File: config.mk
export PLATFORM = sky130hd
export DESIGN_NAME = polyline_slice_area_accumulator_unit_flat
export DESIGN_NICKNAME = d
export VERILOG_FILES = /design/src/hdl/psaa_pkg.sv /design/src/hdl/psaa_in_if.sv /design/src/hdl/psaa_out_if.sv /design/src/hdl/psaa_isqrt.sv /design/src/hdl/polyline_slice_area_accumulator_unit.sv /design/src/flat_wrapper.sv
export VERILOG_INCLUDE_DIRS = /design/src /design/src/hdl
export SDC_FILE = /design/constraint.sdc
export NUM_CORES = 2
export LEC_CHECK = 0
export BUFFER_PORTS_ARGS = -buffer_cell sky130_fd_sc_hd__buf_2
export CORE_ASPECT_RATIO = 1.5
export CORE_MARGIN = 2
export CORE_UTILIZATION = 40
export DETAILED_ROUTE_END_ITERATION = 6
export PLACE_DENSITY = 0.62
export SLEW_MARGIN = 20
export SYNTH_ARGS = -nofsm -noshare
export SYNTH_HDL_FRONTEND = slang
export SYNTH_SLANG_ARGS = --single-unit
File: constraint.sdc
create_clock -name clk -period 17.05 [get_ports clk]
set_input_delay 2.5575 -clock clk [delete_from_list [all_inputs] [get_ports clk]]
set_output_delay 2.5575 -clock clk [all_outputs]
set_load 0.05 [all_outputs]
File: src/hdl/polyline_slice_area_accumulator_unit_defines.svh
// assertion macros for the polyline slice area accumulator
`ifndef POLYLINE_SLICE_AREA_ACCUMULATOR_UNIT_DEFINES_SVH
`define POLYLINE_SLICE_AREA_ACCUMULATOR_UNIT_DEFINES_SVH

`ifndef SYNTHESIS
`define PSAA_ASSERT_SAME(label, clk, rst_n, ante, cons) \
  label: assert property (@(posedge clk) disable iff (!rst_n) (ante) |-> (cons)) \
    else $error("assertion failed: same cycle implication");
`define PSAA_ASSERT_NEXT(label, clk, rst_n, ante, cons) \
  label: assert property (@(posedge clk) disable iff (!rst_n) (ante) |=> (cons)) \
    else $error("assertion failed: next cycle implication");
`else
`define PSAA_ASSERT_SAME(label, clk, rst_n, ante, cons)
`define PSAA_ASSERT_NEXT(label, clk, rst_n, ante, cons)
`endif

`endif

File: src/hdl/psaa_pkg.sv
`default_nettype none
package psaa_pkg;

  localparam int COORD_BITS = 24;
  localparam int FRAC_BITS  = 16;
  localparam int SUM_BITS   = 40;
  localparam int RAD_BITS   = 2 * COORD_BITS;
  localparam int ROOT_BITS  = COORD_BITS;
  localparam int REM_BITS   = ROOT_BITS + 1;
  localparam int PROD_BITS  = 2 * COORD_BITS;
  localparam int CNT_BITS   = $clog2(ROOT_BITS);
  localparam int TERM_SHIFT = FRAC_BITS + 1;

  localparam int APB_DATA_BITS = 32;
  localparam int PADDR_BITS    = 3;
  localparam int REG_IDX_BITS  = PADDR_BITS - 2;

  localparam logic [REG_IDX_BITS-1:0] REG_PEAK_HEIGHT = '0;
  localparam logic signed [COORD_BITS-1:0] PEAK_RESET = COORD_BITS'(6553600);
  localparam logic [SUM_BITS-1:0] SUM_MAX = '1;

  typedef enum logic [2:0] {
    ST_IDLE,
    ST_SQX,
    ST_SQZ,
    ST_SUM,
    ST_ROOT,
    ST_MUL,
    ST_ACC,
    ST_EMIT
  } psaa_state_t;

  function automatic logic [COORD_BITS-1:0] mag(input logic [COORD_BITS-1:0] v);
    mag = v[COORD_BITS-1] ? (~v + COORD_BITS'(1)) : v;
  endfunction

  function automatic logic [COORD_BITS-1:0] absdiff(input logic [COORD_BITS-1:0] a,
                                                    input logic [COORD_BITS-1:0] b);
    absdiff = (a > b) ? (a - b) : (b - a);
  endfunction

endpackage
`default_nettype wire

File: src/hdl/psaa_in_if.sv
`default_nettype none
interface psaa_in_if;
  logic                                valid;
  logic                                ready;
  logic signed [psaa_pkg::COORD_BITS-1:0] coord_x;
  logic signed [psaa_pkg::COORD_BITS-1:0] coord_y;
  logic signed [psaa_pkg::COORD_BITS-1:0] coord_z;
  logic                                last_point;

  modport source (output valid, coord_x, coord_y, coord_z, last_point, input ready);
  modport sink (input valid, coord_x, coord_y, coord_z, last_point, output ready);
endinterface
`default_nettype wire

File: src/hdl/psaa_out_if.sv
`default_nettype none
interface psaa_out_if;
  logic                            valid;
  logic                            ready;
  logic [psaa_pkg::SUM_BITS-1:0]   area_total;
  logic                            area_saturated;

  modport source (output valid, area_total, area_saturated, input ready);
  modport sink (input valid, area_total, area_saturated, output ready);
endinterface
`default_nettype wire

File: src/hdl/psaa_isqrt.sv
`default_nettype none
module psaa_isqrt (
  input  wire logic                              clk,
  input  wire logic                              rst_n,
  input  wire logic                              start,
  input  wire logic [psaa_pkg::RAD_BITS-1:0]     rad,
  output logic                                   done,
  output logic      [psaa_pkg::ROOT_BITS-1:0]    root
);

  logic                              busy_r;
  logic [psaa_pkg::CNT_BITS-1:0]     cnt_r;
  logic [psaa_pkg::RAD_BITS-1:0]     rad_r;
  logic [psaa_pkg::REM_BITS-1:0]     rem_r;
  logic [psaa_pkg::ROOT_BITS-1:0]    root_r;

  logic [psaa_pkg::REM_BITS+1:0]     rem_sh;
  logic [psaa_pkg::REM_BITS+1:0]     trial;
  logic                              fits;

  // two radicand bits per step, restoring
  always_comb begin
    rem_sh = {rem_r, rad_r[psaa_pkg::RAD_BITS-1 -: 2]};
    trial  = (psaa_pkg::REM_BITS+2)'({root_r, 2'b01});
    fits   = (rem_sh >= trial);
  end

  assign done = busy_r && (cnt_r == psaa_pkg::CNT_BITS'(psaa_pkg::ROOT_BITS - 1));
  assign root = root_r;

  always_ff @(posedge clk) begin
    if (!rst_n) begin
      busy_r <= 1'b0;
      cnt_r  <= '0;
    end else if (start) begin
      busy_r <= 1'b1;
      cnt_r  <= '0;
    end else if (busy_r) begin
      busy_r <= !done;
      cnt_r  <= cnt_r + psaa_pkg::CNT_BITS'(1);
    end
  end

  always_ff @(posedge clk) begin
    if (start) begin
      rad_r  <= rad;
      rem_r  <= '0;
      root_r <= '0;
    end else if (busy_r) begin
      rad_r <= {rad_r[psaa_pkg::RAD_BITS-3:0], 2'b00};
      if (fits) begin
        rem_r  <= psaa_pkg::REM_BITS'(rem_sh - trial);
        root_r <= {root_r[psaa_pkg::ROOT_BITS-2:0], 1'b1};
      end else begin
        rem_r  <= psaa_pkg::REM_BITS'(rem_sh);
        root_r <= {root_r[psaa_pkg::ROOT_BITS-2:0], 1'b0};
      end
    end
  end

endmodule
`default_nettype wire

File: src/hdl/polyline_slice_area_accumulator_unit.sv
// a point that closes a counted pair steps through SQX, SQZ, SUM, ROOT, MUL and ACC,
// then EMIT when it is marked last, before the next transfer; its result is loaded in EMIT
// a point that forms no pair stays in IDLE, or goes through EMIT when marked last
// the 24-step digit-serial square root (two radicand bits a cycle) sets the rate,
// and a result still held by the receiver stalls the next result load
// reset: synchronous active-low rst_n clears the run and result, peak_height to 100.0
`default_nettype none
`include "polyline_slice_area_accumulator_unit_defines.svh"
module polyline_slice_area_accumulator_unit (
  input  wire logic                                   clk,
  input  wire logic                                   rst_n,
  psaa_in_if.sink                                     in_chan,
  psaa_out_if.source                                  out_chan,
  input  wire logic                                   psel,
  input  wire logic                                   penable,
  input  wire logic                                   pwrite,
  input  wire logic [psaa_pkg::PADDR_BITS-1:0]        paddr,
  input  wire logic [psaa_pkg::APB_DATA_BITS-1:0]     pwdata,
  output logic      [psaa_pkg::APB_DATA_BITS-1:0]     prdata,
  output logic                                        pready
);

  localparam int CB = psaa_pkg::COORD_BITS;

  psaa_pkg::psaa_state_t state_r, state_nxt;

  logic signed [CB-1:0]              peak_r;
  logic [CB-1:0]                     prev_x_r, prev_y_r, prev_z_r;
  logic                              have_prev_r;
  logic [CB-1:0]                     dx_r, dz_r, dy_r;
  logic                              last_r;
  logic [psaa_pkg::PROD_BITS-1:0]    prod_r, sqa_r;
  logic [psaa_pkg::SUM_BITS-1:0]     sum_r;
  logic                              sat_r;
  logic                              out_valid_r;
  logic [psaa_pkg::SUM_BITS-1:0]     out_total_r;
  logic                              out_sat_r;

  logic                              accept;
  logic                              pair;
  logic [psaa_pkg::REG_IDX_BITS-1:0] reg_idx;
  logic                              cfg_wr;
  logic [CB-1:0]                     mul_a, mul_b;
  logic [psaa_pkg::PROD_BITS-1:0]    prod;
  logic                              sqrt_start;
  logic                              sqrt_done;
  logic [psaa_pkg::ROOT_BITS-1:0]    root;
  logic [psaa_pkg::PROD_BITS-1:0]    term;
  logic [psaa_pkg::SUM_BITS:0]       sum_ext;
  logic                              emit;

  // config port
  assign pready  = 1'b1;
  assign reg_idx = paddr[psaa_pkg::PADDR_BITS-1:2];
  assign cfg_wr  = psel && penable && pwrite && pready;

  always_comb begin
    prdata = '0;
    if (reg_idx == psaa_pkg::REG_PEAK_HEIGHT) begin
      prdata = psaa_pkg::APB_DATA_BITS'(peak_r);
    end
  end

  always_ff @(posedge clk) begin
    if (!rst_n) begin
      peak_r <= psaa_pkg::PEAK_RESET;
    end else if (cfg_wr && reg_idx == psaa_pkg::REG_PEAK_HEIGHT) begin
      peak_r <= signed'(pwdata[CB-1:0]);
    end
  end

  // next state
  always_comb begin
    state_nxt = state_r;
    unique case (state_r)
      psaa_pkg::ST_IDLE: begin
        if (in_chan.valid) begin
          if (pair) begin
            state_nxt = psaa_pkg::ST_SQX;
          end else if (in_chan.last_point) begin
            state_nxt = psaa_pkg::ST_EMIT;
          end
        end
      end
      psaa_pkg::ST_SQX:  state_nxt = psaa_pkg::ST_SQZ;
      psaa_pkg::ST_SQZ:  state_nxt = psaa_pkg::ST_SUM;
      psaa_pkg::ST_SUM:  state_nxt = psaa_pkg::ST_ROOT;
      psaa_pkg::ST_ROOT: begin
        if (sqrt_done) begin
          state_nxt = psaa_pkg::ST_MUL;
        end
      end
      psaa_pkg::ST_MUL:  state_nxt = psaa_pkg::ST_ACC;
      psaa_pkg::ST_ACC:  state_nxt = last_r ? psaa_pkg::ST_EMIT : psaa_pkg::ST_IDLE;
      psaa_pkg::ST_EMIT: begin
        if (!out_valid_r || out_chan.ready) begin
          state_nxt = psaa_pkg::ST_IDLE;
        end
      end
      default: state_nxt = psaa_pkg::ST_IDLE;
    endcase
  end

  // control outputs
  always_comb begin
    in_chan.ready = 1'b0;
    sqrt_start    = 1'b0;
    emit          = 1'b0;
    mul_a         = dx_r;
    mul_b         = dx_r;
    unique case (state_r)
      psaa_pkg::ST_IDLE: in_chan.ready = 1'b1;
      psaa_pkg::ST_SQZ: begin
        mul_a = dz_r;
        mul_b = dz_r;
      end
      psaa_pkg::ST_SUM:  sqrt_start = 1'b1;
      psaa_pkg::ST_MUL: begin
        mul_a = CB'(root);
        mul_b = dy_r;
      end
      psaa_pkg::ST_EMIT: emit = !out_valid_r || out_chan.ready;
      default: ;
    endcase
  end

  assign accept = in_chan.valid && in_chan.ready;
  assign pair   = have_prev_r && !(signed'(prev_y_r) > peak_r);
  assign prod   = psaa_pkg::PROD_BITS'(mul_a) * psaa_pkg::PROD_BITS'(mul_b);
  assign term   = prod_r >> psaa_pkg::TERM_SHIFT;
  assign sum_ext = (psaa_pkg::SUM_BITS+1)'(sum_r) + (psaa_pkg::SUM_BITS+1)'(term);

  psaa_isqrt u_isqrt (
    .clk   (clk),
    .rst_n (rst_n),
    .start (sqrt_start),
    .rad   (sqa_r + prod_r),
    .done  (sqrt_done),
    .root  (root)
  );

  always_ff @(posedge clk) begin
    if (!rst_n) begin
      state_r <= psaa_pkg::ST_IDLE;
    end else begin
      state_r <= state_nxt;
    end
  end

  // point capture and differences
  always_ff @(posedge clk) begin
    if (accept) begin
      prev_x_r <= in_chan.coord_x;
      prev_y_r <= in_chan.coord_y;
      prev_z_r <= in_chan.coord_z;
      last_r   <= in_chan.last_point;
      dx_r     <= psaa_pkg::absdiff(psaa_pkg::mag(prev_x_r), psaa_pkg::mag(in_chan.coord_x));
      dz_r     <= psaa_pkg::absdiff(psaa_pkg::mag(prev_z_r), psaa_pkg::mag(in_chan.coord_z));
      dy_r     <= psaa_pkg::absdiff(psaa_pkg::mag(prev_y_r), psaa_pkg::mag(in_chan.coord_y));
    end
  end

  // shared multiplier
  always_ff @(posedge clk) begin
    if (state_r == psaa_pkg::ST_SQX || state_r == psaa_pkg::ST_SQZ ||
        state_r == psaa_pkg::ST_MUL) begin
      prod_r <= prod;
    end
    if (state_r == psaa_pkg::ST_SQZ) begin
      sqa_r <= prod_r;
    end
  end

  // run state
  always_ff @(posedge clk) begin
    if (!rst_n) begin
      have_prev_r <= 1'b0;
      sum_r       <= '0;
      sat_r       <= 1'b0;
    end else if (emit) begin
      have_prev_r <= 1'b0;
      sum_r       <= '0;
      sat_r       <= 1'b0;
    end else begin
      if (accept) begin
        have_prev_r <= 1'b1;
      end
      if (state_r == psaa_pkg::ST_ACC) begin
        if (sum_ext[psaa_pkg::SUM_BITS]) begin
          sum_r <= psaa_pkg::SUM_MAX;
          sat_r <= 1'b1;
        end else begin
          sum_r <= sum_ext[psaa_pkg::SUM_BITS-1:0];
        end
      end
    end
  end

  // result register
  always_ff @(posedge clk) begin
    if (!rst_n) begin
      out_valid_r <= 1'b0;
    end else if (emit) begin
      out_valid_r <= 1'b1;
    end else if (out_chan.ready) begin
      out_valid_r <= 1'b0;
    end
  end

  always_ff @(posedge clk) begin
    if (emit) begin
      out_total_r <= sum_r;
      out_sat_r   <= sat_r;
    end
  end

  assign out_chan.valid          = out_valid_r;
  assign out_chan.area_total     = out_total_r;
  assign out_chan.area_saturated = out_sat_r;

  `PSAA_ASSERT_SAME(a_sat_clamped, clk, rst_n, sat_r, sum_r == psaa_pkg::SUM_MAX)
  `PSAA_ASSERT_SAME(a_root_in_wait, clk, rst_n, sqrt_done, state_r == psaa_pkg::ST_ROOT)
  `PSAA_ASSERT_NEXT(a_skip_short, clk, rst_n, accept && !pair,
                    state_r == psaa_pkg::ST_IDLE || state_r == psaa_pkg::ST_EMIT)
  `PSAA_ASSERT_NEXT(a_emit_clears, clk, rst_n, emit,
                    !have_prev_r && sum_r == '0 && out_valid_r)

endmodule
`default_nettype wire

File: src/flat_wrapper.sv
// flat-port wrapper written by rule: the top's interface ports become plain ports
module polyline_slice_area_accumulator_unit_flat 
  (clk, rst_n, psel, penable, pwrite, paddr, pwdata, prdata, pready, in_chan_valid, in_chan_coord_x, in_chan_coord_y, in_chan_coord_z, in_chan_last_point, in_chan_ready, out_chan_valid, out_chan_area_total, out_chan_area_saturated, out_chan_ready);
  psaa_in_if in_chan_i ();
  psaa_out_if out_chan_i ();
  input  wire logic clk;
  input  wire logic rst_n;
  input  wire logic psel;
  input  wire logic penable;
  input  wire logic pwrite;
  input  wire logic [psaa_pkg::PADDR_BITS-1:0] paddr;
  input  wire logic [psaa_pkg::APB_DATA_BITS-1:0] pwdata;
  output logic      [psaa_pkg::APB_DATA_BITS-1:0] prdata;
  output logic pready;
  input wire logic [$bits(in_chan_i.valid)-1:0] in_chan_valid;
  input wire logic [$bits(in_chan_i.coord_x)-1:0] in_chan_coord_x;
  input wire logic [$bits(in_chan_i.coord_y)-1:0] in_chan_coord_y;
  input wire logic [$bits(in_chan_i.coord_z)-1:0] in_chan_coord_z;
  input wire logic [$bits(in_chan_i.last_point)-1:0] in_chan_last_point;
  output wire logic [$bits(in_chan_i.ready)-1:0] in_chan_ready;
  output wire logic [$bits(out_chan_i.valid)-1:0] out_chan_valid;
  output wire logic [$bits(out_chan_i.area_total)-1:0] out_chan_area_total;
  output wire logic [$bits(out_chan_i.area_saturated)-1:0] out_chan_area_saturated;
  input wire logic [$bits(out_chan_i.ready)-1:0] out_chan_ready;
  assign in_chan_i.valid = in_chan_valid;
  assign in_chan_i.coord_x = in_chan_coord_x;
  assign in_chan_i.coord_y = in_chan_coord_y;
  assign in_chan_i.coord_z = in_chan_coord_z;
  assign in_chan_i.last_point = in_chan_last_point;
  assign in_chan_ready = in_chan_i.ready;
  assign out_chan_valid = out_chan_i.valid;
  assign out_chan_area_total = out_chan_i.area_total;
  assign out_chan_area_saturated = out_chan_i.area_saturated;
  assign out_chan_i.ready = out_chan_ready;
  polyline_slice_area_accumulator_unit u_core (.clk(clk), .rst_n(rst_n), .in_chan(in_chan_i), .out_chan(out_chan_i), .psel(psel), .penable(penable), .pwrite(pwrite), .paddr(paddr), .pwdata(pwdata), .prdata(prdata), .pready(pready));
endmodule
==> impl_metrics.env <==
export IMPL_gp_congestion=0.9688
export IMPL_area_growth_pct=8.505
export IMPL_r2r_start="u_core.state_r[1]$_SDFFE_PN0P_"
export IMPL_dpl_hpwl_mm=118.3
export IMPL_r2r_cells=30
export IMPL_nets=6840
export IMPL_syn_inst=5738
export IMPL_clock_sinks=455
export IMPL_firstDrtPassIters=6
export IMPL_syn_nets=6793
export IMPL_initial_core_util_pct=40.42
export IMPL_post_dp_cell_area_mm2=0.05320
export IMPL_post_route_period_util_pct=61.81
export IMPL_busiest_layer="met2"
export IMPL_clk_latency_ps=660
export IMPL_r2r_setup_slack_ps=6510
export IMPL_setup_worst_path_end="u_core.prod_r[46]$_DFFE_PP_"
export IMPL_cts_hold_buf=0
export IMPL_maxCapViolCount=0
export IMPL_routed_via_density=5.486
export IMPL_layout_cells_non_filler=7437
export IMPL_die_h_um=439.8
export IMPL_grt_setup_unrepaired="false"
export IMPL_synth_area_per_cell_um2=8.828
export IMPL_fp_row_count=159
export IMPL_tns_ps=0
export IMPL_synth_edf_count=330
export IMPL_antenna_left=0
export IMPL_use_met1_pct=25.06
export IMPL_avgRoutedWirePerCell_um=19.96
export IMPL_yosys_warnings=0
export IMPL_io_buffer_count=179
export IMPL_fp_dieArea_mm2=0.1296
export IMPL_cts_root_buffer="clkbuf_16"
export IMPL_fin_crit_ps=10540
export IMPL_synth_area_mm2=0.05065
export IMPL_cp_end_kind="flop"
export IMPL_routed_wirelength_mm=148.5
export IMPL_ys_ff_latch=455
export IMPL_critPathSlowestCell="o21a_1"
export IMPL_finalSetupViolations=0
export IMPL_critPathLaunchType="flop"
export IMPL_cp_common_cell="fa_1"
export IMPL_grt_use_met3_pct=2.703
export IMPL_tightest_slew_ps=1141
export IMPL_hold_viol_final=0
export IMPL_cp_data_required_time_ps=17450
export IMPL_async_flop_share_pct=0
export IMPL_max_stage_delay_ps=780
export IMPL_drive_gt1_share_pct=6.917
export IMPL_core_mm2=0.1253
export IMPL_fmax_mhz=94.88
export IMPL_ctsResizeCount=0
export IMPL_skew_ps=26.80
export IMPL_overflow=0
export IMPL_grt_max_degree=99
export IMPL_holdCritPathClass="flop to flop"
export IMPL_final_cell_mix="inv_1, nand2_1, nor2_1"
export IMPL_fin_hold_ws_ps=456.6
export IMPL_clockBufferDepth=3
export IMPL_cts_tree="done"
export IMPL_max_slew_margin_pct=23.94
export IMPL_arrival_ps=10940
export IMPL_drc=0
export IMPL_outcome="complete, no violations"
export IMPL_cts_htree_levels=2
export IMPL_cts_buffers=49
export IMPL_grt_usage_pct=22.90
export IMPL_synthFlopType="edfxtp_1"
export IMPL_post_cts_buffers=0
export IMPL_seq_area_frac_synth_pct=24.50
export IMPL_antenna_found_initial=3
export IMPL_vias=40800
export IMPL_io_pins=191
export IMPL_critPathMaxFanout=59
export IMPL_cts_clk_slew_worst_paths_ps=60
export IMPL_setup_worst_path_start="u_core.state_r[1]$_SDFFE_PN0P_"
export IMPL_drv_slew=0
export IMPL_final_common_cell="inv_1"
export IMPL_grt_use_met2_pct=42.09
export IMPL_final_area_mm2=0.05496
export IMPL_placed_cells=7344
export IMPL_grt_pass1_vias=41550
export IMPL_crit_type="flop to flop"
export IMPL_grt_pass1_wl_mm=231.3
export IMPL_rr_endpoint="u_core.prod_r[46]$_DFFE_PP_"
export IMPL_ys_types=85
export IMPL_die_x_um=294.6
export IMPL_drtIter0Drc=2790
[critical path, delay by kind of cell, from the launching register on]
kind                     cells  cell delay, ps
AND/OR/NAND/NOR              5            1000
buffers and inverters        8            1460
AO/OA/AOI/OAI                8            2960
flip-flops                   1             610
XOR/XNOR                     1             180
adder cells (fa/ha/maj)      8            3970
[flip-flops by register name (all words and copies together), names as in the netlist]
| name | count |
|---|---|
| u_core.sum_r | 40 |
| u_core.have_prev_r | 1 |
| u_core.u_isqrt.rad_r | 48 |
| u_core.u_isqrt.cnt_r | 5 |
| u_core.sat_r | 1 |
| u_core.dy_r | 24 |
| u_core.peak_r | 24 |
| u_core.prod_r | 48 |
| u_core.out_chan.valid | 1 |
| u_core.u_isqrt.root | 24 |
| u_core.u_isqrt.rem_r | 25 |
| u_core.state_r | 3 |
| u_core.sqa_r | 48 |
| u_core.prev_z_r | 24 |
| u_core.dx_r | 24 |
| u_core.out_chan.area_total | 40 |
| u_core.prev_x_r | 24 |
| u_core.dz_r | 24 |
| u_core.last_r | 1 |
| u_core.u_isqrt.busy_r | 1 |
| u_core.out_chan.area_saturated | 1 |
| u_core.prev_y_r | 24 |
[Yosys cell counts (19+ instances only)]
master | number | share of area [%]
a211oi_1 | 33 | 0.49
a21boi_0 | 37 | 0.55
a21o_1 | 143 | 2.1
a21oi_1 | 341 | 3.4
a31oi_1 | 34 | 0.42
and2_1 | 27 | 0.33
and3_1 | 26 | 0.32
clkbuf_1 | 229 | 1.7
dfxtp_1 | 125 | 4.9
edfxtp_1 | 330 | 20
fa_1 | 490 | 19
ha_1 | 450 | 11
inv_1 | 823 | 6.1
mux2i_1 | 71 | 1.4
nand2_1 | 572 | 4.2
nand2b_1 | 39 | 0.48
nand3_1 | 73 | 0.72
nand4_1 | 47 | 0.58
nor2_1 | 565 | 4.2
nor2b_1 | 39 | 0.48
nor3_1 | 75 | 0.74
nor4_1 | 19 | 0.23
o21a_1 | 76 | 1.1
o21ai_0 | 322 | 3.2
o21ai_1 | 25 | 0.25
o21bai_1 | 44 | 0.65
o31ai_1 | 42 | 0.62
o41ai_1 | 22 | 0.38
or3_1 | 23 | 0.28
or4_1 | 19 | 0.28
xnor2_1 | 210 | 3.6
xor2_1 | 113 | 2.0
[layout make-up]
class,instances,area (µm²)
repair buffers,258,1489
clock inverters,32,424.2
well taps,1610,2014
diodes,1,2.502
multi-input cells,4195,34180
inverters,826,3100
flip-flops and latches,455,12410
clock buffers,60,1335
fillers,12450,70370
[cells by family after synthesis]
family | Yosys count | synth area share (%)
simple gates | 1587 | 13.86
compound gates | 1258 | 15.59
buf+inv | 1088 | 8.216
fa+ha+maj | 940 | 30.48
flops | 455 | 24.50
xor+xnor | 323 | 5.585
mux | 86 | 1.751
other cells | 1 | 0.007403
[routing by layer]
metal  part of all wire (%)  routed length (µm)  vias up
li1                       -                   -    19290
met1                     36               53680    19750
met2                     51               75790     1328
met3                    5.5                8120      427
met4                    7.3               10810        2
met5                  0.032                  48        -
[stage by stage]
| step | utilization (%) | worst slack (ps) |
|---|---|---|
| floorplan | - | 7543 |
| CTS | 43.85 | 6417 |
| global placement | 42.44 | 6532 |
| global route | 43.85 | 5874 |
| finish | 43.85 | 6511 |
| detailed placement | 42.45 | 6468 |
[how the worst min path moves through the flow]
stage / start / to / cells after the start
6_report: u_core.sum_r[35]$_SDFFE_PP0N_ / u_core.out_chan.area_total[35]$_DFFE_PP_ / 0
5_1_grt: u_core.prod_r[0]$_DFFE_PP_ / u_core.sqa_r[0]$_DFFE_PN_ / 0
4_1_cts: u_core.sat_r$_SDFFE_PP0P_ / u_core.out_chan.area_saturated$_DFFE_PP_ / 0
3_5_place_dp: u_core.sat_r$_SDFFE_PP0P_ / u_core.out_chan.area_saturated$_DFFE_PP_ / 0
3_3_place_gp: u_core.sat_r$_SDFFE_PP0P_ / u_core.out_chan.area_saturated$_DFFE_PP_ / 0
2_1_floorplan: u_core.sat_r$_SDFFE_PP0P_ / u_core.out_chan.area_saturated$_DFFE_PP_ / 0
Power is not shown: default switching activity piles up to over one toggle a cycle in this logic, so the estimate is an artifact.
